[config.mk]
export PLATFORM = sky130hd
export DESIGN_NAME = buddy_block_allocator_flat
export DESIGN_NICKNAME = d
export VERILOG_FILES = /design/src/rtl/bba_pkg.sv /design/src/rtl/bba_if.sv /design/src/rtl/buddy_block_allocator.sv /design/src/rtl/bba_controller.sv /design/src/rtl/bba_datapath.sv /design/src/flat_wrapper.sv
export SDC_FILE = /design/constraint.sdc
export NUM_CORES = 2
export LEC_CHECK = 0
export ABC_CLOCK_PERIOD_IN_PS = 14500
export BUFFER_PORTS_ARGS = -buffer_cell sky130_fd_sc_hd__buf_2
export CAP_MARGIN = 20
export CORE_UTILIZATION = 29
export DETAILED_ROUTE_END_ITERATION = 6
export HOLD_SLACK_MARGIN = 0.06
export PLACE_DENSITY = 0.5
export SLEW_MARGIN = 20
export SYNTH_ARGS = -nofsm -noshare
export SYNTH_HDL_FRONTEND = slang
export SYNTH_SLANG_ARGS = --single-unit
export TNS_END_PERCENT = 30
[constraint.sdc]
create_clock -name clock -period 14.5 [get_ports clock]
set_input_delay 2.9 -clock clock [delete_from_list [all_inputs] [get_ports clock]]
set_output_delay 2.9 -clock clock [all_outputs]
set_load 0.03 [all_outputs]
[src/rtl/bba_pkg.sv]
package bba_pkg;

   localparam int BLOCKS_DEFAULT   = 128;

   localparam int OPERATION_W      = 1;
   localparam int REQUEST_BLOCKS_W = 8;
   localparam int FREE_BLOCK_W     = 7;
   localparam int BLOCK_OFFSET_W   = 7;
   localparam int WANT_W           = REQUEST_BLOCKS_W + 1;

   localparam logic [OPERATION_W-1:0] OP_ALLOC = 1'b0;
   localparam logic [OPERATION_W-1:0] OP_FREE  = 1'b1;

   typedef enum logic [1:0] {
      RD_NONE,
      RD_SELF,
      RD_KIDS,
      RD_SIBS
   } rd_kind_type;

   typedef enum logic [2:0] {
      WR_NONE,
      WR_ZERO,
      WR_SPAN,
      WR_MAX,
      WR_MERGE
   } wr_kind_type;

   typedef enum logic [1:0] {
      MOVE_HOLD,
      MOVE_DOWN,
      MOVE_UP
   } move_type;

   typedef struct packed {
      logic        load;
      logic        clear;
      rd_kind_type rd;
      move_type    move;
      wr_kind_type wr;
      logic        rsp_load;
      logic        rsp_fail;
   } cmd_type;

   typedef struct packed {
      logic clear_last;
      logic no_fit;
      logic at_target;
      logic desc_last;
      logic is_root;
      logic node_zero;
      logic blk_bad;
   } status_type;

endpackage

[src/rtl/bba_if.sv]
interface bba_req_if;
   import bba_pkg::*;

   logic                        valid;
   logic                        ready;
   logic [OPERATION_W-1:0]      operation;
   logic [REQUEST_BLOCKS_W-1:0] request_blocks;
   logic [FREE_BLOCK_W-1:0]     free_block;

   modport source (output valid, output operation, output request_blocks,
                   output free_block, input ready);
   modport sink   (input valid, input operation, input request_blocks,
                   input free_block, output ready);
endinterface

interface bba_rsp_if;
   import bba_pkg::*;

   logic                      valid;
   logic                      ready;
   logic [BLOCK_OFFSET_W-1:0] block_offset;
   logic                      failed;

   modport source (output valid, output block_offset, output failed, input ready);
   modport sink   (input valid, input block_offset, input failed, output ready);
endinterface

[src/rtl/buddy_block_allocator.sv]
// allocate: a new request is taken as soon as the result is registered
// free: no result; one request in flight at a time
// each level of an update climb costs a read and a write on the single-write node memory
// reset is synchronous; afterwards a clearing pass loads every node with its subtree size,
// and no request is taken until it ends
module buddy_block_allocator #(
   parameter int BLOCKS = bba_pkg::BLOCKS_DEFAULT
) (
   input logic       clock,
   input logic       reset,
   bba_req_if.sink   req_ch,
   bba_rsp_if.source rsp_ch
);
   import bba_pkg::*;

   cmd_type    cmd;
   status_type status;

   bba_controller u_controller (
      .clock         (clock),
      .reset         (reset),
      .req_valid     (req_ch.valid),
      .req_ready     (req_ch.ready),
      .req_operation (req_ch.operation),
      .rsp_valid     (rsp_ch.valid),
      .rsp_ready     (rsp_ch.ready),
      .status        (status),
      .cmd           (cmd)
   );

   bba_datapath #(
      .BLOCKS (BLOCKS)
   ) u_datapath (
      .clock              (clock),
      .reset              (reset),
      .cmd                (cmd),
      .req_operation      (req_ch.operation),
      .req_request_blocks (req_ch.request_blocks),
      .req_free_block     (req_ch.free_block),
      .status             (status),
      .rsp_block_offset   (rsp_ch.block_offset),
      .rsp_failed         (rsp_ch.failed)
   );

endmodule

[src/rtl/bba_controller.sv]
module bba_controller (
   input  logic                              clock,
   input  logic                              reset,
   input  logic                              req_valid,
   output logic                              req_ready,
   input  logic [bba_pkg::OPERATION_W-1:0]   req_operation,
   output logic                              rsp_valid,
   input  logic                              rsp_ready,
   input  bba_pkg::status_type               status,
   output bba_pkg::cmd_type                  cmd
);
   import bba_pkg::*;

   typedef enum logic [3:0] {
      S_CLEAR,
      S_IDLE,
      S_A_ROOT,
      S_A_CHECK,
      S_A_FETCH,
      S_A_DESC,
      S_A_MARK,
      S_A_UFETCH,
      S_A_UWRITE,
      S_DONE_OK,
      S_DONE_FAIL,
      S_F_READ,
      S_F_TEST,
      S_F_UFETCH,
      S_F_UWRITE
   } state_type;

   state_type state_ff, state_in;
   logic      rsp_valid_ff, rsp_valid_in;
   logic      rsp_free;

   assign rsp_free  = !rsp_valid_ff || rsp_ready;
   assign req_ready = (state_ff == S_IDLE);
   assign rsp_valid = rsp_valid_ff;

   always_comb begin
      state_in     = state_ff;
      rsp_valid_in = rsp_valid_ff && !rsp_ready;
      cmd          = '{load: 1'b0, clear: 1'b0, rd: RD_NONE, move: MOVE_HOLD,
                       wr: WR_NONE, rsp_load: 1'b0, rsp_fail: 1'b0};
      unique case (state_ff) inside
         S_CLEAR: begin
            cmd.clear = 1'b1;
            if (status.clear_last) state_in = S_IDLE;
         end
         S_IDLE: begin
            if (req_valid) begin
               cmd.load = 1'b1;
               state_in = (req_operation == OP_ALLOC) ? S_A_ROOT : S_F_READ;
            end
         end
         S_A_ROOT: begin
            cmd.rd   = RD_SELF;
            state_in = S_A_CHECK;
         end
         S_A_CHECK: begin
            if (status.no_fit)         state_in = S_DONE_FAIL;
            else if (status.at_target) state_in = S_A_MARK;
            else                       state_in = S_A_FETCH;
         end
         S_A_FETCH: begin
            cmd.rd   = RD_KIDS;
            state_in = S_A_DESC;
         end
         S_A_DESC: begin
            cmd.move = MOVE_DOWN;
            state_in = status.desc_last ? S_A_MARK : S_A_FETCH;
         end
         S_A_MARK: begin
            cmd.wr   = WR_ZERO;
            state_in = status.is_root ? S_DONE_OK : S_A_UFETCH;
         end
         S_A_UFETCH: begin
            cmd.rd   = RD_SIBS;
            cmd.move = MOVE_UP;
            state_in = S_A_UWRITE;
         end
         S_A_UWRITE: begin
            cmd.wr   = WR_MAX;
            state_in = status.is_root ? S_DONE_OK : S_A_UFETCH;
         end
         S_DONE_OK, S_DONE_FAIL: begin
            if (rsp_free) begin
               cmd.rsp_load = 1'b1;
               cmd.rsp_fail = (state_ff == S_DONE_FAIL);
               rsp_valid_in = 1'b1;
               state_in     = S_IDLE;
            end
         end
         S_F_READ: begin
            if (status.blk_bad) begin
               state_in = S_IDLE;
            end else begin
               cmd.rd   = RD_SELF;
               state_in = S_F_TEST;
            end
         end
         S_F_TEST: begin
            if (!status.node_zero) begin
               if (status.is_root) begin
                  state_in = S_IDLE;
               end else begin
                  cmd.move = MOVE_UP;
                  state_in = S_F_READ;
               end
            end else begin
               cmd.wr   = WR_SPAN;
               state_in = status.is_root ? S_IDLE : S_F_UFETCH;
            end
         end
         S_F_UFETCH: begin
            cmd.rd   = RD_SIBS;
            cmd.move = MOVE_UP;
            state_in = S_F_UWRITE;
         end
         S_F_UWRITE: begin
            cmd.wr   = WR_MERGE;
            state_in = status.is_root ? S_IDLE : S_F_UFETCH;
         end
         default: state_in = S_IDLE;
      endcase
   end

   always_ff @(posedge clock) begin
      if (reset) begin
         state_ff     <= S_CLEAR;
         rsp_valid_ff <= 1'b0;
      end else begin
         state_ff     <= state_in;
         rsp_valid_ff <= rsp_valid_in;
      end
   end

endmodule

[src/rtl/bba_datapath.sv]
module bba_datapath #(
   parameter int BLOCKS = bba_pkg::BLOCKS_DEFAULT
) (
   input  logic                                clock,
   input  logic                                reset,
   input  bba_pkg::cmd_type                    cmd,
   input  logic [bba_pkg::OPERATION_W-1:0]     req_operation,
   input  logic [bba_pkg::REQUEST_BLOCKS_W-1:0] req_request_blocks,
   input  logic [bba_pkg::FREE_BLOCK_W-1:0]    req_free_block,
   output bba_pkg::status_type                 status,
   output logic [bba_pkg::BLOCK_OFFSET_W-1:0]  rsp_block_offset,
   output logic                                rsp_failed
);
   import bba_pkg::*;

   localparam int LOG        = $clog2(BLOCKS);
   localparam int VAL_W      = LOG + 1;
   localparam int NODE_W     = LOG + 1;
   localparam int NODE_SLOTS = 2 * BLOCKS;
   localparam int NODE_LAST  = 2 * BLOCKS - 1;
   localparam int OFS_W      = (LOG > BLOCK_OFFSET_W) ? LOG : BLOCK_OFFSET_W;
   localparam int CMP_W      = (VAL_W > WANT_W) ? VAL_W : WANT_W;
   localparam int BLK_W      = (NODE_W > FREE_BLOCK_W) ? NODE_W : FREE_BLOCK_W;

   function automatic logic [WANT_W-1:0] round_pow2(
      input logic [REQUEST_BLOCKS_W-1:0] n
   );
      logic [REQUEST_BLOCKS_W-1:0] m;
      logic [WANT_W-1:0]           p;
      m = (n == '0) ? '0 : n - 1'b1;
      p = WANT_W'(1);
      for (int i = 0; i < REQUEST_BLOCKS_W; i++) begin
         if (m[i]) p = WANT_W'(2) << i;
      end
      return p;
   endfunction

   logic [VAL_W-1:0]  mem [NODE_SLOTS];

   logic [NODE_W-1:0] node_ff, node_in;
   logic [VAL_W-1:0]  span_ff, span_in;
   logic [OFS_W-1:0]  offset_ff, offset_in;
   logic [WANT_W-1:0] want_ff, want_in;
   logic              blk_bad_ff, blk_bad_in;
   logic [NODE_W-1:0] clr_idx_ff, clr_idx_in;
   logic [VAL_W-1:0]  clr_span_ff, clr_span_in;
   logic [VAL_W-1:0]  qa_ff, qb_ff;
   logic [BLOCK_OFFSET_W-1:0] rsp_offset_ff;
   logic              rsp_failed_ff;

   logic [VAL_W-1:0]  child_span;
   logic [VAL_W-1:0]  larger_val;
   logic [VAL_W:0]    pair_sum;
   logic [NODE_W-1:0] kids_base, sibs_base;
   logic [NODE_W-1:0] rd_addr_a, rd_addr_b, wr_addr, clr_next;
   logic [VAL_W-1:0]  wr_data;
   logic              rd_en, wr_en;
   logic              left_fit, right_fit, go_right;
   logic [BLK_W-1:0]  blk_ext;

   assign child_span = span_ff >> 1;
   assign larger_val = (qa_ff > qb_ff) ? qa_ff : qb_ff;
   assign pair_sum   = {1'b0, qa_ff} + {1'b0, qb_ff};
   assign kids_base  = {node_ff[NODE_W-2:0], 1'b0};
   assign sibs_base  = {node_ff[NODE_W-1:1], 1'b0};
   assign left_fit   = CMP_W'(qa_ff) >= CMP_W'(want_ff);
   assign right_fit  = CMP_W'(qb_ff) >= CMP_W'(want_ff);
   assign go_right   = (qa_ff <= qb_ff) ? !left_fit : right_fit;
   assign blk_ext    = BLK_W'(req_free_block);
   assign clr_next   = clr_idx_ff + NODE_W'(1);

   always_comb begin
      rd_en     = 1'b1;
      rd_addr_a = node_ff;
      rd_addr_b = node_ff;
      unique case (cmd.rd)
         RD_NONE: rd_en = 1'b0;
         RD_SELF: rd_addr_a = node_ff;
         RD_KIDS: begin
            rd_addr_a = kids_base;
            rd_addr_b = kids_base | NODE_W'(1);
         end
         RD_SIBS: begin
            rd_addr_a = sibs_base;
            rd_addr_b = sibs_base | NODE_W'(1);
         end
         default: rd_en = 1'b0;
      endcase
   end

   always_comb begin
      wr_en   = 1'b1;
      wr_addr = node_ff;
      wr_data = '0;
      if (cmd.clear) begin
         wr_addr = clr_idx_ff;
         wr_data = clr_span_ff;
      end else begin
         unique case (cmd.wr)
            WR_NONE:  wr_en = 1'b0;
            WR_ZERO:  wr_data = '0;
            WR_SPAN:  wr_data = span_ff;
            WR_MAX:   wr_data = larger_val;
            WR_MERGE: wr_data = (pair_sum == {1'b0, span_ff}) ? span_ff : larger_val;
            default:  wr_en = 1'b0;
         endcase
      end
   end

   always_comb begin
      node_in     = node_ff;
      span_in     = span_ff;
      offset_in   = offset_ff;
      want_in     = want_ff;
      blk_bad_in  = blk_bad_ff;
      clr_idx_in  = clr_idx_ff;
      clr_span_in = clr_span_ff;
      if (cmd.clear) begin
         clr_idx_in = clr_next;
         if ((clr_next & clr_idx_ff) == '0) clr_span_in = clr_span_ff >> 1;
      end
      if (cmd.load) begin
         if (req_operation == OP_ALLOC) begin
            node_in   = NODE_W'(1);
            span_in   = VAL_W'(BLOCKS);
            offset_in = '0;
            want_in   = round_pow2(req_request_blocks);
         end else begin
            node_in    = NODE_W'(BLOCKS) + NODE_W'(blk_ext);
            span_in    = VAL_W'(1);
            blk_bad_in = blk_ext >= BLK_W'(BLOCKS);
         end
      end
      unique case (cmd.move)
         MOVE_HOLD: ;
         MOVE_DOWN: begin
            node_in = go_right ? (kids_base | NODE_W'(1)) : kids_base;
            span_in = child_span;
            if (go_right) offset_in = offset_ff + OFS_W'(child_span);
         end
         MOVE_UP: begin
            node_in = node_ff >> 1;
            span_in = span_ff << 1;
         end
         default: ;
      endcase
   end

   always_ff @(posedge clock) begin
      if (wr_en) mem[wr_addr] <= wr_data;
      if (rd_en) begin
         qa_ff <= mem[rd_addr_a];
         qb_ff <= mem[rd_addr_b];
      end
   end

   always_ff @(posedge clock) begin
      if (reset) begin
         clr_idx_ff  <= NODE_W'(1);
         clr_span_ff <= VAL_W'(BLOCKS);
      end else begin
         clr_idx_ff  <= clr_idx_in;
         clr_span_ff <= clr_span_in;
      end
   end

   always_ff @(posedge clock) begin
      node_ff    <= node_in;
      span_ff    <= span_in;
      offset_ff  <= offset_in;
      want_ff    <= want_in;
      blk_bad_ff <= blk_bad_in;
      if (cmd.rsp_load) begin
         rsp_failed_ff <= cmd.rsp_fail;
         rsp_offset_ff <= cmd.rsp_fail ? '0 : offset_ff[BLOCK_OFFSET_W-1:0];
      end
   end

   assign status.clear_last = (clr_idx_ff == NODE_W'(NODE_LAST));
   assign status.no_fit     = CMP_W'(qa_ff) < CMP_W'(want_ff);
   assign status.at_target  = (CMP_W'(span_ff) == CMP_W'(want_ff)) ||
                              (span_ff == VAL_W'(1));
   assign status.desc_last  = (CMP_W'(child_span) == CMP_W'(want_ff)) ||
                              (child_span == VAL_W'(1));
   assign status.is_root    = (node_ff == NODE_W'(1));
   assign status.node_zero  = (qa_ff == '0);
   assign status.blk_bad    = blk_bad_ff;

   assign rsp_block_offset = rsp_offset_ff;
   assign rsp_failed       = rsp_failed_ff;

endmodule

[src/flat_wrapper.sv]
// flat-port wrapper written by rule: the top's interface ports become plain ports
module buddy_block_allocator_flat import bba_pkg::*;
#(
   parameter int BLOCKS = bba_pkg::BLOCKS_DEFAULT
)
  (clock, reset, req_ch_valid, req_ch_operation, req_ch_request_blocks, req_ch_free_block, req_ch_ready, rsp_ch_valid, rsp_ch_block_offset, rsp_ch_failed, rsp_ch_ready);
  bba_req_if req_ch_i ();
  bba_rsp_if rsp_ch_i ();
  input logic clock;
  input logic reset;
  input wire logic [$bits(req_ch_i.valid)-1:0] req_ch_valid;
  input wire logic [$bits(req_ch_i.operation)-1:0] req_ch_operation;
  input wire logic [$bits(req_ch_i.request_blocks)-1:0] req_ch_request_blocks;
  input wire logic [$bits(req_ch_i.free_block)-1:0] req_ch_free_block;
  output wire logic [$bits(req_ch_i.ready)-1:0] req_ch_ready;
  output wire logic [$bits(rsp_ch_i.valid)-1:0] rsp_ch_valid;
  output wire logic [$bits(rsp_ch_i.block_offset)-1:0] rsp_ch_block_offset;
  output wire logic [$bits(rsp_ch_i.failed)-1:0] rsp_ch_failed;
  input wire logic [$bits(rsp_ch_i.ready)-1:0] rsp_ch_ready;
  assign req_ch_i.valid = req_ch_valid;
  assign req_ch_i.operation = req_ch_operation;
  assign req_ch_i.request_blocks = req_ch_request_blocks;
  assign req_ch_i.free_block = req_ch_free_block;
  assign req_ch_ready = req_ch_i.ready;
  assign rsp_ch_valid = rsp_ch_i.valid;
  assign rsp_ch_block_offset = rsp_ch_i.block_offset;
  assign rsp_ch_failed = rsp_ch_i.failed;
  assign rsp_ch_i.ready = rsp_ch_ready;
  buddy_block_allocator #(.BLOCKS(BLOCKS)) u_core (.clock(clock), .reset(reset), .req_ch(req_ch_i), .rsp_ch(rsp_ch_i));
endmodule
Word level (Yosys, flattened, before mapping)
Memory sizes are Yosys's and may differ from the RTL's. A register that Yosys moved wholly into a read port is not among the register bits.
Index checks and enable logic that the tools add are counted.
- register bits: 62
- RAM bits: 2048
- bits of input ports: 20
- output and inout bits: 10
- logic and storage cells: 150
- memories: 1
- add/subtract/negate cells: 5
- magnitude comparators: 6
- equality and inequality tests: 32
- multiplexer cells: 58
- bitwise gates (word level): 2
- reduce and logical (&&, ||, !) cells: 29
- memory list (memory ; depth ; bits a word ; rd ports ; clocked after Yosys merged registers in ; wr ports ; RTL line ; source):
    u_core.u_datapath.mem ; 256 ; 8 ; 2 ; 2 ; 1 ; bba_datapath.sv:38 ; logic [VAL_W-1:0] mem [NODE_SLOTS];
- operator list (operator ; number):
    8-bit 2-to-1 mux ; 9
    8-bit one-hot mux with 2 select lines ; 4
    9-bit 2-to-1 mux ; 6
    4-bit one-hot mux with 13 select lines ; 1
    4-bit 2-to-1 mux ; 10
    4-bit equality test, second input constant ; 7
    7-bit 2-to-1 mux ; 4
    8-bit zero test ; 3
    8-bit one-hot mux with 3 select lines ; 1
    8-bit by 9-bit >= comparator with 1-bit output ; 2
    4-bit by 3-bit equality test with 1-bit output, second input constant ; 4
    8-bit by 1-bit equality test with 1-bit output, second input constant ; 2
    2-bit 2-to-1 mux ; 8
    1-bit 2-to-1 mux ; 12
    3-bit one-hot mux with 4 select lines ; 1
    8-bit by 8-bit adder with 9-bit output ; 1
    7-bit by 9-bit equality test with 1-bit output ; 1
    8-bit by 9-bit equality test with 1-bit output ; 1
    9-bit by 8-bit equality test with 1-bit output ; 1
    8-bit by 9-bit < comparator with 1-bit output ; 1
    8-bit by 1-bit adder with 8-bit output, second input constant ; 1
    8-bit by 7-bit adder with 8-bit output, first input constant ; 1
    8-bit bitwise AND ; 1
    4-bit by 2-bit equality test with 1-bit output, second input constant ; 2
    32 further kinds ; 48

Logic depth before layout (Yosys ltp)
- word-level depth: 9
- depth in mapped cells: 14

Modules after synthesis
Synthesis repeated with hierarchy kept, for this count alone.
- cell total of the unflattened synthesis: 9530
- area, all modules: 107234.1 um^2
- by module, submodules not included (module ; times used ; cells an instance ; area each (um^2)):
    bba_datapath ; 1 ; 9433 ; 106602.2
    bba_controller ; 1 ; 97 ; 631.9

Least setup slack after synthesis
OpenSTA, ideal clock, no wires.
- kind: register to register
- start: register u_core.u_datapath.qb_ff[1] (read register of u_core.u_datapath.mem)
- end: memory u_core.u_datapath.mem[0][2] (netlist bit), data pin
- data arrival time: 12161 ps
- data required time: 12313 ps
- slack: 152 ps
- cell stages (with the launch flop): 12
- path buffers: 0
- path through: edfxtp_1 > inv_1 > ha_1 > nand2b_1 > a21oi_1 > o21ai_0 > a21o_1 > a221oi_1 > a211oi_1 > a21oi_1 > o21ai_0 > o21ai_0
- longest elaborated chain between the ends: 5
- elaborated cells between the ends (all ways): 7
- those cells by class: 1 x add/sub; 1 x order compare; 1 x eq/ne; 4 x mux
- RTL lines (item ; RTL line ; source):
    start: declaration ; bba_datapath.sv:47 ; logic [VAL_W-1:0] qa_ff, qb_ff;
    8-bit by 8-bit adder with 9-bit output / 8-bit greater-than comparator (equally long branches) ; bba_datapath.sv:63, bba_datapath.sv:62 ;
    9-bit by 8-bit equality test with 1-bit output / 8-bit 2-to-1 mux (equally long branches) ; bba_datapath.sv:104, bba_datapath.sv:62 ;
    8-bit 2-to-1 mux ; bba_datapath.sv:104 ; WR_MERGE: wr_data = (pair_sum == {1'b0, span_ff}) ? span_ff : larger_val;
    8-bit one-hot mux with 3 select lines * ; bba_datapath.sv:99 ; unique case (cmd.wr)
    8-bit 2-to-1 mux * ; bba_datapath.sv:95 ; if (cmd.clear) begin
    net u_core.u_datapath.wr_data[2] ; bba_datapath.sv:56 ; logic [VAL_W-1:0] wr_data;
    end: declaration ; bba_datapath.sv:38 ;
The timed path passes the listed nets; every way through them passes the cells marked *.

Final worst setup path
- start: register u_core.u_controller.state_ff[2]
- end: register u_core.u_datapath.qa_ff[0] (read register of u_core.u_datapath.mem), data pin
- longest elaborated chain between the ends: 5
- elaborated cells between the ends (all ways): 12
- those cells by class: 7 x eq/ne; 2 x mux; 3 x reduce/logical
- RTL lines (item ; RTL line ; source):
    start: declaration ; bba_controller.sv:32 ; state_type state_ff, state_in;
    start signal: assignment ; bba_controller.sv:133 ; state_ff <= state_in;
    4-bit by 3-bit equality test with 1-bit output (no source line) / 4-bit equality test (equally long branches) ; -- ;
    2-bit OR reduction (no source line) ; -- ;
    2-bit one-hot mux with 4 select lines * ; bba_controller.sv:45 ; unique case (state_ff) inside
    2-bit equality test / 2-bit zero test (equally long branches) ; bba_datapath.sv:76 ; unique case (cmd.rd)
    8-bit one-hot mux with 2 select lines / 1-bit zero test (equally long branches) ; -- ;
    end: declaration ; bba_datapath.sv:47 ;
Mark *: on every way between the ends. The rest lies on a longest branch, timed or not.
A chain may end at the register's enable or synchronous reset.

==> run_results.csv <==
group,metric,value,unit
layout,multi_input_area,35500,um^2
cts,cts_tree,"built",
sta,fin_crit,7.31,ns
placement,place_area,106000,um^2
flow_run,max_cap_viol_count,0,
sta,relSlewSlack,0.179,
setup_path,reg2reg_depth,12,
cts,clockBufferDepth,4,
logic_synthesis,yosysWarnings,0,
logic_synthesis,synth-seq-cells,2125,
worst_hold_path,worst_hold_startpoint,"u_core.u_datapath.clr_span_ff[7]$_SDFFE_PP1P_",
layout,utilization,0.327,
sta,slew_violations,0,
die,dieWidth,594,um
global_routing,grt_pass1_vias,64602,
setup_path,rr_endpoint,"u_core.u_datapath.qa_ff[0]$_DFFE_PP_",
cts,clk_pin_slew,0.06,ns
setup_path,crit_arrival,7.85,ns
power,cellLeakagePower,40.6,nW
logic_synthesis,synthCells,7336,
setup_path,cp-end-kind,"flop",
layout,nNetsFinal,7244,
global_routing,antenna_found_initial,17,
sta,finalSetupViolations,0,
logic_synthesis,synth_area_per_cell,13.9,um^2
placement,port_buffers,29,
cts,cts_made_buffers,238,
setup_path,worstPathRequired,15.03,ns
worst_hold_path,hold_path_class,"reg2reg",
detailed_routing,drt_iter0_drc,7115,
logic_synthesis,yosysSeqAreaShare,0.625,
sta,fin_skew,0.0787,ns
die,core_area,349000,um^2
layout,final_cell_mix,"edfxtp_1 (2097), mux2i_1 (2062), o22ai_1 (1026), o21ai_0 (566), nor2_1 (280)",
worst_hold_path,min_to,"u_core.u_datapath.clr_span_ff[7]$_SDFFE_PP1P_",
detailed_routing,vias_per_cell,5.55,
sta,fmax,137,MHz
layout,register_area,63500,um^2
detailed_routing,drt-total-wl,340000,um
cts,root_buffer,"clkbuf_16",
setup_path,path_max_fanout,119,
logic_synthesis,synthArstFlopShare,0,
layout,drive_gt1_frac,0.0778,
global_routing,grt_pass1_wl,480000,um
logic_synthesis,synth_edf_count,2097,
cts,post_cts_buffers,0,
layout,area_delta_synth_final,12.2,%
logic_synthesis,netlist_area,102000,um^2
cts,cts_hold_buf,0,
worst_hold_path,hold_depth,1,
cts,clock_latency,0.91,ns
setup_path,critPathKind,"reg2reg",
die,initial_utilization,0.291,
detailed_routing,ant_nets,0,
logic_synthesis,synth_area_leader_cell,"edfxtp_1",
sta,min_period_over_period,0.504,
layout,num-fill-cells,34062,
setup_path,timing.rr.start,"u_core.u_controller.state_ff[2]$_SDFFE_PP0P_",
run_status,run_status,"complete, no violations",
cts,cts.repair.resized,0,
power,p_per_area,129,nW/um^2
power,finalPower,14.8,mW
logic_synthesis,synth_top_area_frac,0.620,
cts,cts_sinks,2125,
die,io_pins,30,
detailed_routing,drtPass1Iterations,6,
detailed_routing,drc,0,
power,peakVddDrop,96.2,uV
die,die_area,353000,um^2
placement,place_hpwl,208000,um
detailed_routing,wire_per_inst,28.4,um
sta,rsz0062_at_grt,"no",
sta,timing_hold_violations_final,0,
detailed_routing,vias,66408,
sta,tightestPinTransition,1.22,ns
layout,fin_area,114000,um^2
placement,place.gp.congestion,0.850,
die,dieHeight,594,um
global_routing,track_usage,0.185,
logic_synthesis,synth_ff_type,"edfxtp_1",
logic_synthesis,syn-num-nets,7407,
global_routing,grt_max_degree,210,
layout,layout_commonest_cell,"edfxtp_1",
die,rows,217,
logic_synthesis,yosys.cell_types.count,55,
setup_path,r2r_setup_slack,7.19,ns
sta,setup_tns,0,ns
cts,h-tree-depth,4,
logic_synthesis,synth.area.top_cells,"edfxtp_1 (62%), mux2i_1 (20%), o22ai_1 (6.3%)",
setup_path,cp-start-kind,"flop",
global_routing,overflow,0,
==> per-layer routing <==
metal | track usage | vias up | share of wire
li1 | - | 28970 | -
met1 | 0.261 | 34585 | 0.45
met2 | 0.293 | 2400 | 0.46
met3 | 0.0274 | 443 | 0.068
met4 | 0.0527 | 10 | 0.028
met5 | 0 | - | 0.00021
==> Yosys cell counts, types with 41 or more instances <==
master	number
buf_1	47
buf_2	201
buf_6	41
clkbuf_1	266
edfxtp_1	2097
ha_1	49
inv_1	44
mux2i_1	2062
nand2_1	83
nand4_1	152
nor2_1	308
o21ai_0	592
o22ai_1	1028
==> kinds of logic (layout without fill, tap and decap cells) <==
| logic type | Yosys count | count (layout) | share of synthesized area |
|---|---|---|---|
| adder cells (fa/ha/maj) | 51 | 51 | 0.00643 |
| flip-flops | 2125 | 2125 | 0.625 |
| buffers and inverters | 621 | 649 | 0.0292 |
| XOR/XNOR | 35 | 35 | 0.00302 |
| AO/OA/AOI/OAI | 1761 | 1761 | 0.101 |
| multiplexers | 2064 | 2064 | 0.203 |
| other | 0 | 5 | 0 |
| AND/OR/NAND/NOR | 679 | 679 | 0.0318 |
==> flip-flops by register name (all words and copies together), names as in the netlist <==
name	count
u_core.u_datapath.rsp_failed	1
u_core.u_controller.state_ff	4
u_core.u_datapath.clr_idx_ff	8
u_core.u_datapath.rsp_block_offset	7
u_core.u_datapath.span_ff	8
u_core.u_datapath.qb_ff	8
u_core.u_datapath.want_ff	9
u_core.u_datapath.clr_span_ff	8
u_core.u_datapath.offset_ff	7
u_core.u_controller.rsp_valid	1
u_core.u_datapath.qa_ff	8
u_core.u_datapath.mem	2048
u_core.u_datapath.node_ff	8
==> report_power, final <==
| part | switching (mW) | internal, mW |
|---|---|---|
| Combinational | 1.22 | 0.390 |
| Clock | 2.52 | 3.42 |
| Sequential | 0.0764 | 7.13 |
| Total | 3.82 | 10.9 |
==> stage by stage <==
stage                     hold WS [ns]  instances  setup WS (ns)
after floorplan                  0.449       7336          0.152
after global placement           0.486      11523           7.23
after detailed placement         0.483      11528           7.17
after CTS                        0.496      11959           7.13
after global routing             0.522      11964           6.94
final                            0.493      11968           7.19
==> critical path, stage by stage (launching register included) <==
cell	delay (ns)
dfxtp_1	0.70
nor2b_1	0.35
and2_1	0.58
nor3b_1	0.16
a21oi_4	0.18
buf_12	0.37
buf_4	0.73
buf_4	0.66
o22ai_1	0.20
o21ai_0	0.77
nand4_1	0.45
o21ai_0	1.00
nand4_1	0.29
==> worst max path at each step <==
stage / slack, ns / startpoint / endpoint
2_1_floorplan: 0.15 / u_core.u_datapath.qb_ff[1]$_DFFE_PP_ / u_core.u_datapath.mem[0][2]$_DFFE_PP_
3_3_place_gp: 7.23 / u_core.u_controller.state_ff[2]$_SDFFE_PP0P_ / u_core.u_datapath.qa_ff[0]$_DFFE_PP_
3_5_place_dp: 7.17 / u_core.u_controller.state_ff[2]$_SDFFE_PP0P_ / u_core.u_datapath.qa_ff[0]$_DFFE_PP_
4_1_cts: 7.13 / u_core.u_controller.state_ff[2]$_SDFFE_PP0P_ / u_core.u_datapath.qa_ff[0]$_DFFE_PP_
5_1_grt: 6.94 / u_core.u_controller.state_ff[2]$_SDFFE_PP0P_ / u_core.u_datapath.qa_ff[0]$_DFFE_PP_
6_report: 7.19 / u_core.u_controller.state_ff[2]$_SDFFE_PP0P_ / u_core.u_datapath.qa_ff[0]$_DFFE_PP_
==> layout make-up <==
cell class | count | share of cell area
diodes | 5 | 0.000110
clock buffers | 291 | 0.0543
clock inverters | 140 | 0.0113
inverters | 44 | 0.00145
multi-input cells | 4590 | 0.311
flip-flops and latches | 2125 | 0.557
well taps | 4599 | 0.0505
repair buffers | 174 | 0.0140
Power figures use the tool's default switching activity.
